==> config.mk <==
export PLATFORM = sky130hd
export DESIGN_NAME = afs_div
export DESIGN_NICKNAME = d
export VERILOG_FILES = /design/src/hdl/afs_pkg.sv /design/src/hdl/afs_div.sv
export SDC_FILE = /design/constraint.sdc
export NUM_CORES = 1
export LEC_CHECK = 0
export BUFFER_PORTS_ARGS = -buffer_cell sky130_fd_sc_hd__buf_2
export CAP_MARGIN = 20
export CORE_MARGIN = 1.5
export CORE_UTILIZATION = 35
export CTS_CLUSTER_DIAMETER = 100
export DETAILED_ROUTE_END_ITERATION = 10
export SLEW_MARGIN = 25
export SYNTH_ARGS = -nofsm -noshare
export SYNTH_HDL_FRONTEND = slang
export SYNTH_SLANG_ARGS = --single-unit
export TNS_END_PERCENT = 20
==> constraint.sdc <==
create_clock -name aclk -period 5.08 [get_ports aclk]
set_input_delay 1.524 -clock aclk [delete_from_list [all_inputs] [get_ports aclk]]
set_output_delay 1.524 -clock aclk [all_outputs]
set_load 0.005 [all_outputs]
==> src/hdl/afs_pkg.sv <==
// ============================================================================
// afs_pkg
// Shared widths, codes and helpers of the animation frame sequencer.
// ============================================================================
`default_nettype none

package afs_pkg;

    localparam int MAX_FRAMES = 256;
    localparam int FRAME_W    = 8;
    localparam int TOTAL_W    = 9;
    localparam int TIME_W     = 32;
    localparam int DELAY_W    = 16;
    localparam int PASS_W     = 16;
    localparam int PASS_LEN_W = DELAY_W + FRAME_W;
    localparam int PROD_W     = PASS_W + PASS_LEN_W;
    localparam int KIND_W     = 2;
    localparam int CFG_IDX_W  = 3;
    localparam int CFG_DATA_W = 16;

    // item kinds
    localparam logic [KIND_W-1:0] KIND_SAMPLE  = 2'd0;
    localparam logic [KIND_W-1:0] KIND_WRITE   = 2'd1;
    localparam logic [KIND_W-1:0] KIND_RESTART = 2'd2;

    // register indexes
    localparam logic [CFG_IDX_W-1:0] CFG_FRAME_TOTAL   = 3'd0;
    localparam logic [CFG_IDX_W-1:0] CFG_USE_TABLE     = 3'd1;
    localparam logic [CFG_IDX_W-1:0] CFG_UNIFORM_DELAY = 3'd2;
    localparam logic [CFG_IDX_W-1:0] CFG_LOOP_LIMIT    = 3'd3;
    localparam logic [CFG_IDX_W-1:0] CFG_PLAY_ONCE     = 3'd4;

    // a zero delay lasts one millisecond
    function automatic logic [DELAY_W-1:0] eff_delay(input logic [DELAY_W-1:0] raw);
        eff_delay = (raw == '0) ? DELAY_W'(1) : raw;
    endfunction

endpackage

`default_nettype wire

==> src/hdl/afs_div.sv <==
// ============================================================================
// afs_div
// Restoring divider, one quotient bit per cycle, for whole-pass skipping.
// ============================================================================
`default_nettype none

module afs_div (
    input  wire logic                            aclk,
    input  wire logic                            aresetn,
    input  wire logic                            start,
    input  wire logic [afs_pkg::TIME_W-1:0]      dividend,
    input  wire logic [afs_pkg::PASS_LEN_W-1:0]  divisor,
    output logic                                 done,
    output logic      [afs_pkg::TIME_W-1:0]      quotient,
    output logic      [afs_pkg::PASS_LEN_W-1:0]  remainder
);

    localparam int CNT_W = $clog2(afs_pkg::TIME_W + 1);

    logic [CNT_W-1:0]                 count_reg;
    logic                             busy_reg;
    logic [afs_pkg::PASS_LEN_W-1:0]   divisor_reg;
    logic [afs_pkg::PASS_LEN_W:0]     trial;
    logic                             ge;

    assign trial = {remainder, quotient[afs_pkg::TIME_W-1]};
    assign ge    = trial >= {1'b0, divisor_reg};

    always_ff @(posedge aclk) begin
        if (!aresetn) begin
            busy_reg  <= 1'b0;
            done      <= 1'b0;
            count_reg <= '0;
        end else begin
            if (start) begin
                done        <= 1'b0;
                busy_reg    <= 1'b1;
                count_reg   <= '0;
                quotient    <= dividend;
                remainder   <= '0;
                divisor_reg <= divisor;
            end else if (busy_reg) begin
                remainder <= ge ? afs_pkg::PASS_LEN_W'(trial - {1'b0, divisor_reg})
                                : trial[afs_pkg::PASS_LEN_W-1:0];
                quotient  <= {quotient[afs_pkg::TIME_W-2:0], ge};
                count_reg <= count_reg + CNT_W'(1);
                done      <= (count_reg == CNT_W'(afs_pkg::TIME_W - 1));
                if (count_reg == CNT_W'(afs_pkg::TIME_W - 1)) begin
                    busy_reg <= 1'b0;
                end
            end else begin
                done <= 1'b0;
            end
        end
    end

endmodule

`default_nettype wire

==> results.yml, run 1 <==
synth:
  synth.top_cell.area_share_pct: 48.2
  yosys_register_bits: 88
  yosysWarnings: 0
  synth_top_cell_by_area: "edfxtp_1"
  synthDistinctLibCells: 56
  syn_nets: 532
  synthTopCellsByArea: "edfxtp_1 48%, mux2_2 7.2%, ha_1 6.3%, nor2_1 3.2%, dfxtp_1 3.2%"
  synthFlopType: "edfxtp_1"
  async_flop_share_pct: 0
  synth_area_um2: 4980
  syn_avg_cell_area_um2: 11.1
  syn-instance-count: 447
  ys_seq_area_share_pct: 51.4
  synth_edf_count: 80
detailed_routing:
  wl_mm: 11.7
  drc: 0
  antenna_left: 0
  wl_per_cell_um: 15.8
  first_iter_violations: 228
  firstDrtPassIters: 4
  viasPerCell: 5.10
  vias: 3780
worst_setup_path:
  critical_path.max_stage_delay_ps: 770
  path_cells: "ha_1, nand4_1, nor3_1, nand3_1, a32oi_1, a311o_2, nand2b_1, o32ai_1"
  cp_slowest_cell: "a311o_2"
  r2r_setup_slack_ps: 1830
  endpoint_kind: "flip-flop"
  setup.worst_path.start_class: "flip-flop"
  r2r_end: "remainder[22]"
  crit_fanout: 40
  reg2reg_depth: 8
  worst-setup-path-type: "reg2reg"
  critPathRequiredTime_ps: 5220
  crit_arrival_ps: 3390
  reg2reg_from: "remainder[19]"
place:
  globalplace.congestion: 0.977
  port_buffers: 115
  dp_hpwl_mm: 8.37
  place_area_um2: 5710
power_and_ir_drop:
  peakVddDrop_uv: 240
  p_per_area_nw_per_um2: 348
  power.leakage_nw: 2.45
worst_hold_path:
  hold_end: "done"
  hp-start: "count_reg[5]"
  holdCritPathClass: "reg2reg"
  holdPathStages: 1
global_route:
  grt_pass1_wl_mm: 19.2
  track_usage_pct: 16.5
  grt_max_degree: 62
  grt_antenna_before_repair: 0
  grt_pass1_vias: 3817
  gr-total-overflow: 0
layout:
  syn_to_final_growth_pct: 20.6
  final_util_pct: 43.3
  drive_above_1_share_pct: 32.3
  antennaDiodeCount: 0
  largest_register_ffs: 32
  final_area_um2: 6010
  final_nets: 641
die:
  die-area_um2: 15000
  initial_utilization_pct: 35.9
  die_w_um: 122
  coreArea_um2: 13900
  io_pins: 116
  die_h_um: 122
  num_rows: 43
clock_network:
  clockBufferDepth: 2
  cts_tree: "built"
  cts.sinks: 88
  clkTransAtPathRegs_ps: 70
  hold_buffers: 0
  clock_latency_ps: 350
  htreeDepth: 3
  cts-root-buf: "clkbuf_16"
  post_cts_buffers: 0
  cts-resized-gates: 0
  cts_buffers: 9
sta:
  grt_setup_unrepaired: "no"
  worst_slew_pin_slew_ps: 927
  fmax_mhz: 308
  final_max_slew_viol_count: 0
  setup_tns_ps: 0
  hold_violations: 0
  finalClockSkew_ps: 10.4
  relSlewSlack_pct: 38.2
  fin_crit_sh_pct: 64.0
  finalSetupViolations: 0
  fin_crit_ps: 3250
job:
  drv_cap: 0
status:
  status: "finished, final reports clean"
[kinds of logic (layout without fill, tap and decap cells)]
group / after synthesis / in the layout / synth area share, %
AO/OA/AOI/OAI: 99 / 99 / 13.7
XOR/XNOR: 19 / 19 / 3.34
adder cells (fa/ha/maj): 26 / 26 / 6.68
buffers and inverters: 58 / 172 / 4.92
flip-flops: 88 / 88 / 51.4
multiplexers: 40 / 40 / 8.84
AND/OR/NAND/NOR: 117 / 117 / 11.0
[cell type report]
| class | instances | area (um2) |
|---|---|---|
| fillers | 1371 | 7870 |
| flip-flops and latches | 88 | 2560 |
| multi-input cells | 301 | 2170 |
| repair buffers | 119 | 606 |
| clock buffers | 9 | 225 |
| well taps | 180 | 225 |
| inverters | 37 | 139 |
| clock inverters | 7 | 77.6 |
[per-layer routing]
metal	part of all wire [%]	vias to the layer above	GRT usage, %	wire (um)
met5	0	-	0	0
met1	46	1777	21.9	5330
met2	45	138	25.7	5260
met3	8.3	9	6.13	972
met4	1.0	0	4.07	121
li1	-	1856	-	-
[how the worst max path moves through the flow]
stage / endpoint / slack (ps) / start / cells after the start
after floorplan: quotient[0] / 1320 / start / 3
after global placement: divisor_reg[23] / 1920 / start / 4
after detailed placement: divisor_reg[23] / 1890 / start / 4
after CTS: remainder[22] / 1860 / remainder[19] / 8
after global routing: remainder[22] / 1440 / remainder[19] / 8
final: remainder[22] / 1830 / remainder[19] / 8
[layout by cell type (no fill, tap or decap), types with 4 or more instances in the layout]
cell | netlist | layout
buf_2 | 5 | 115
edfxtp_1 | 80 | 80
nor2_1 | 43 | 43
inv_1 | 37 | 37
mux2_2 | 32 | 32
a21oi_1 | 30 | 30
nand2_1 | 29 | 29
ha_1 | 25 | 25
o21ai_0 | 19 | 19
nand2b_1 | 10 | 10
xnor2_1 | 10 | 10
xor2_1 | 9 | 9
clkbuf_16 | 0 | 9
nand4_1 | 8 | 8
mux2i_1 | 8 | 8
dfxtp_1 | 8 | 8
nand3_1 | 7 | 7
a211oi_1 | 6 | 6
a211oi_2 | 6 | 6
buf_4 | 1 | 4
[power breakdown]
| part | switching [mW] | total (mW) | internal [mW] |
|---|---|---|---|
| Sequential | 0.0330 | 0.898 | 0.865 |
| Combinational | 0.297 | 0.514 | 0.216 |
| Clock | 0.294 | 0.681 | 0.386 |
| Total | 0.624 | 2.09 | 1.47 |
[stage by stage]
stage	hold WS [ps]	setup WS [ps]	cells	total power, mW
6_report	474	1830	741	2.09
5_1_grt	521	1440	741	2.21
4_1_cts	475	1860	741	2.12
3_5_place_dp	467	1890	725	1.42
3_3_place_gp	455	1920	725	1.42
2_1_floorplan	433	1320	447	1.29
[synth_stat cells (3+ instances only)]
| library cell | instances |
|---|---|
| edfxtp_1 | 80 |
| nor2_1 | 43 |
| inv_1 | 37 |
| mux2_2 | 32 |
| a21oi_1 | 30 |
| nand2_1 | 29 |
| ha_1 | 25 |
| o21ai_0 | 19 |
| clkbuf_1 | 11 |
| nand2b_1 | 10 |
| xnor2_1 | 10 |
| xor2_1 | 9 |
| dfxtp_1 | 8 |
| mux2i_1 | 8 |
| nand4_1 | 8 |
| nand3_1 | 7 |
| a211oi_1 | 6 |
| a211oi_2 | 6 |
| buf_2 | 5 |
| o21a_1 | 4 |
| a21o_1 | 3 |
| nor3_1 | 3 |
| nor4_1 | 3 |
| nor4b_1 | 3 |
| o31ai_1 | 3 |
| o32ai_1 | 3 |
| or3_1 | 3 |
[worst max-delay path: cells and delay by family (launching register included)]
family	cells	cell delay (ps)
compound gates	3	1300
simple gates	4	820
fa+ha+maj	1	490
flops	1	430
No activity file was read; power rests on OpenSTA's default activity.
==> run 2, diff against run 1 <==
--- a/config.mk
+++ b/config.mk
@@ -5,6 +5,7 @@
 export SDC_FILE = /design/constraint.sdc
 export NUM_CORES = 1
 export LEC_CHECK = 0
+export ABC_AREA = 1
 export BUFFER_PORTS_ARGS = -buffer_cell sky130_fd_sc_hd__buf_2
 export CAP_MARGIN = 20
 export CORE_MARGIN = 1.5
==> constraint.sdc (replaced) <==
create_clock -name aclk -period 3 [get_ports aclk]
set_input_delay 0.9 -clock aclk [delete_from_list [all_inputs] [get_ports aclk]]
set_output_delay 0.9 -clock aclk [all_outputs]
set_load 0.005 [all_outputs]
==> run 2 against run 1 <==
  * First-iteration DRC count down 14%
  * Via count up 23%
  * Worst setup slack worse by 1300 ps
==> results.yml, run 2 <==
status:
  status: "finished, final reports clean"
synth:
  synth_mux_area_share_pct: 0
  synth.top_cell.area_share_pct: 44.6
  syn-instance-count: 708
  syn_avg_cell_area_um2: 7.62
  synthTopCellsByArea: "edfxtp_1 45%, nand2_1 21%, inv_1 7.4%, ha_1 5.8%, nor2_1 4.9%"
  synth_top_cell_by_area: "edfxtp_1"
  synth_edf_count: 80
  synth_most_common_cell: "nand2_1"
  yosys.area_share.simple_pct: 32.0
  synth_top_family_by_area: "simple AND/OR/NAND/NOR gates"
  synth_compound_area_share_pct: 3.25
  yosysWarnings: 0
  synthDistinctLibCells: 33
  syn_nets: 793
  async_flop_share_pct: 0
  synthFlopType: "edfxtp_1"
  yosys_register_bits: 88
  synth_fa_ha_area_share_pct: 6.17
  ys_seq_area_share_pct: 47.5
  synth_area_um2: 5390
  synth_commonest_cells: "295 x nand2_1, 107 x inv_1, 80 x edfxtp_1"
  synth-xor-area-share_pct: 1.79
detailed_routing:
  first_iter_violations: 195
  drc: 0
  wl_per_cell_um: 13.1
  vias: 4667
  firstDrtPassIters: 5
  viasPerCell: 4.58
  wl_mm: 13.4
  antenna_left: 0
worst_setup_path:
  critPathRequiredTime_ps: 3110
  reg2reg_from: "remainder[11]"
  crit_arrival_ps: 2600
  r2r_setup_slack_ps: 510
  crit_start: "remainder[11]"
  r2r_end: "remainder[4]"
  worst-setup-path-type: "reg2reg"
  endpoint: "remainder[4]"
  crit_fanout: 26
  reg2reg_depth: 12
  setup.worst_path.start_class: "flip-flop"
  endpoint_kind: "flip-flop"
power_and_ir_drop:
  combPwrFrac_pct: 29.9
  swShare_pct: 33.9
  clkPwrFrac_pct: 29.9
  power.leakage_nw: 3.35
  seqPwrFrac_pct: 40.2
  power_switching_mw: 1.33
  peakVddDrop_uv: 259
  p_per_area_nw_per_um2: 605
  internal_power_mw: 2.59
  total_power_mw: 3.91
die:
  die_h_um: 127
  num_rows: 45
  die_w_um: 127
  io_pins: 116
  die-area_um2: 16200
  initial_utilization_pct: 35.6
  coreArea_um2: 15100
sta:
  worst_slew_pin_slew_ps: 652
  whs_ps: 497
  relSlewSlack_pct: 56.5
  hold_violations: 0
  fin_crit_ps: 2490
  fin_crit_sh_pct: 83.0
  grt_setup_unrepaired: "no"
  fmax_mhz: 402
  finalSetupViolations: 0
  fin_ws_ps: 510
  final_max_slew_viol_count: 0
  setup_tns_ps: 0
  finalClockSkew_ps: 12.0
layout:
  final_cell_mix: "294 x nand2_1, 115 x buf_2, 106 x inv_1, 80 x edfxtp_1, 71 x nor2_1"
  largest_register_ffs: 32
  final_nets: 912
  syn_to_final_growth_pct: 20.1
  antennaDiodeCount: 0
  final_common_cell: "nand2_1"
  drive_above_1_share_pct: 17.9
place:
  globalplace.congestion: 0.946
  place_ws_ps: 503
  port_buffers: 115
  dp_hpwl_mm: 10.1
global_route:
  grt_pass1_vias: 4477
  grt_pass1_wl_mm: 21.9
  gr-total-overflow: 0
  grt_max_degree: 57
  grt_antenna_before_repair: 0
  track_usage_pct: 17.4
clock_network:
  cts.sinks: 88
  htreeDepth: 3
  clockBufferDepth: 2
  cts_buffers: 9
  cts_tree: "built"
  hold_buffers: 0
  post_cts_buffers: 0
  clkTransAtPathRegs_ps: 70
  cts-resized-gates: 0
  cts-root-buf: "clkbuf_16"
  clock_latency_ps: 360
worst_hold_path:
  holdCritPathClass: "reg2reg"
  holdPathStages: 1
job:
  drv_cap: 0
[run 2: final cells by class]
cell class | instances | area (um2)
fill | 1584 | 8670
sequential | 88 | 2560
multi-input combinational | 496 | 2330
timing repair buffer | 123 | 636
inverter | 109 | 409
tap | 188 | 235
clock buffer | 10 | 229
clock inverter | 6 | 67.6
[run 2: worst min path at each step]
stage / start / endpoint
after floorplan: count_reg[4] / count_reg[4]
after global placement: count_reg[4] / count_reg[4]
after detailed placement: count_reg[4] / count_reg[4]
after CTS: count_reg[4] / count_reg[4]
after global routing: count_reg[4] / count_reg[4]
final: count_reg[4] / count_reg[4]
[run 2: kinds of logic after synthesis]
kind of cell,after synthesis
compound gates,33
buf+inv,124
fa+ha+maj,26
simple gates,426
xor+xnor,11
flops,88
[run 2: worst max-delay path: stages (launching register included)]
cell,delay [ps]
edfxtp_1,420
ha_1,380
nand2_1,150
inv_1,50
nand2_1,60
nand2_1,70
nand2_1,70
nand2_1,90
a21oi_2,200
nand3_4,300
buf_4,300
nor2_1,90
nor2_1,50
[run 2: power groups by stage]
stage | clock, mW | sequential [mW] | combinational, mW
6_report | 1.17 | 1.57 | 1.17
5_1_grt | 1.24 | 1.59 | 1.35
3_3_place_gp | 0 | 1.60 | 1.17
4_1_cts | 1.20 | 1.58 | 1.18
3_5_place_dp | 0 | 1.60 | 1.17
2_1_floorplan | 0 | 1.60 | 0.827
[run 2: routing by layer]
layer / vias up / routed length (um) / GRT usage [%]
met3: 23 / 871 / 5.19
met1: 2063 / 6420 / 23.0
li1: 2462 / - / -
met4: 0 / 266 / 6.55
met2: 119 / 5830 / 26.9
met5: - / 0 / 0
[run 2: metrics by stage]
step           cell area, um2  utilization [%]  instances
6_report                 6470             42.7       1020
5_1_grt                  6470             42.7       1020
4_1_cts                  6470             42.7       1020
3_5_place_dp             6180             40.8       1004
3_3_place_gp             6180             40.8       1004
2_1_floorplan            5390                -        708
==> run 3, diff against run 2 <==
--- a/config.mk
+++ b/config.mk
@@ -5,7 +5,7 @@
 export SDC_FILE = /design/constraint.sdc
 export NUM_CORES = 1
 export LEC_CHECK = 0
-export ABC_AREA = 1
+export ABC_AREA = 0
 export BUFFER_PORTS_ARGS = -buffer_cell sky130_fd_sc_hd__buf_2
 export CAP_MARGIN = 20
 export CORE_MARGIN = 1.5
==> constraint.sdc (replaced) <==
create_clock -name aclk -period 2.5 [get_ports aclk]
set_input_delay 0.75 -clock aclk [delete_from_list [all_inputs] [get_ports aclk]]
set_output_delay 0.75 -clock aclk [all_outputs]
set_load 0.005 [all_outputs]
==> run 3 against run 2 <==
  * Count of clock-buffer cells in the layout down 1
  * Clock skew increased by 0.93 ps
  * Hold slack worse by 5.5 ps
  * Worst setup slack lost 500 ps
  * Sequential share of layout area is 2.2 points lower
  * Power increased by 17%
  * Via count fell by 12%
  * Utilization up 6.6 points
  * Largest power group unchanged
==> results.yml, run 3 (synthesis gave the netlist of run 1 again) <==
detailed_routing:
  vias: 4085
  routed-wl-met3_um: 910
  firstDrtPassIters: 4
  first_iter_violations: 209
  wl_per_cell_um: 15.5
  antenna_left: 0
  wl_mm: 12.6
  viasPerCell: 5.02
  topRoutingLayerUsed: "met4"
  wl_met1_mm: 5.77
  wl_met2_mm: 5.77
  drc: 0
die:
  io_pins: 116
  die-area_um2: 15000
  die_h_um: 122
  initial_utilization_pct: 35.9
  num_rows: 43
  die_w_um: 122
  coreArea_um2: 13900
place:
  dp_hpwl_mm: 9.37
  port_buffers: 115
  globalplace.congestion: 0.871
  place_ws_ps: -131
global_route:
  track_usage_pct: 17.4
  grt_max_degree: 45
  gr-total-overflow: 0
  grt_pass1_wl_mm: 20.1
  grt_pass1_vias: 4113
  grt_antenna_before_repair: 1
power_and_ir_drop:
  total_power_mw: 4.58
  power.leakage_nw: 2.84
  peakVddDrop_uv: 446
  p_per_area_nw_per_um2: 670
layout:
  final_cell_mix: "115 x buf_2, 80 x edfxtp_1, 72 x buf_4, 41 x nor2_1, 37 x inv_1"
  final_nets: 714
  drive_above_1_share_pct: 45.3
  final_common_cell: "buf_2"
  antennaDiodeCount: 0
  largest_register_ffs: 32
  syn_to_final_growth_pct: 37.5
clock_network:
  clock_latency_ps: 360
  hold_buffers: 0
  clockBufferDepth: 2
  clkTransAtPathRegs_ps: 70
  htreeDepth: 3
  cts_buffers: 9
  cts_tree: "built"
  cts.sinks: 88
  cts-root-buf: "clkbuf_16"
worst_setup_path:
  critPathRequiredTime_ps: 2670
  worst-setup-path-type: "reg2reg"
  setup.worst_path.start_class: "flip-flop"
  crit_arrival_ps: 2660
  endpoint_kind: "flip-flop"
  crit_fanout: 17
sta:
  worst_slew_pin_slew_ps: 415
  fin_crit_ps: 2490
  relSlewSlack_pct: 72.0
  fin_ws_ps: 11.8
  fin_crit_sh_pct: 99.5
  finalClockSkew_ps: 13.0
  finalSetupViolations: 0
  fmax_mhz: 402
  grt_setup_unrepaired: "yes"
  final_max_slew_viol_count: 0
  hold_violations: 0
  whs_ps: 491
job:
  drv_cap: 0
status:
  status: "finished, final reports clean"
worst_hold_path:
  holdCritPathClass: "reg2reg"
run 3: where the power goes:
part	switching, mW	total (mW)	leakage (nW)	internal, mW
Combinational	0.732	1.45	1.87	0.713
Clock	0.627	1.32	0.140	0.693
Sequential	0.0643	1.82	0.829	1.76
run 3: layout make-up:
class                           count  area [um2]
Clock inverter                      7        63.8
Sequential cell                    88        2560
Fill cell                        1309        7030
Inverter                           37         139
Clock buffer                        9         225
Tap cell                          180         225
Multi-Input combinational cell    301        2420
Timing Repair Buffer              192        1210
run 3: worst paths after layout:
path,start,end,slack (ps),cells past startpoint
worst max-delay path,remainder[5],remainder[1],10,9
worst min-delay path,count_reg[5],done,490,1
worst max register to register,remainder[5],remainder[1],10,9
worst min register to register,count_reg[5],done,490,1
run 3: per-layer routing:
| metal | global-route usage [%] | up-vias |
|---|---|---|
| li1 | - | 2001 |
| met1 | 21.8 | 1949 |
| met2 | 27.8 | 121 |
| met3 | 6.41 | 14 |
| met4 | 5.74 | 0 |
| met5 | 0 | - |
run 3: critical path, stage by stage (launching register included):
cell	delay, ps
edfxtp_1	400
ha_1	370
a21oi_1	200
nand2_1	100
o21ai_2	170
nand2_2	90
a311o_2	440
buf_12	180
buf_4	130
a211oi_2	240
run 3: what timing repair did:
item | CTS | global route
gates resized for setup | 14 | 30
setup endpoints to repair | 18 | 25
endpoints found under the hold margin | 0 | 0
buffers inserted | 0 | 6
pin swaps | 0 | 14
run 3: stage by stage:
stage	util [%]	TNS [ps]	cells	area, um2
2_1_floorplan	-	0	447	4980
5_1_grt	49.3	-1540	814	6850
6_report	49.3	0	814	6850
4_1_cts	47.7	-94.6	808	6620
3_3_place_gp	45.1	-362	792	6260
3_5_place_dp	45.1	-1200	792	6260
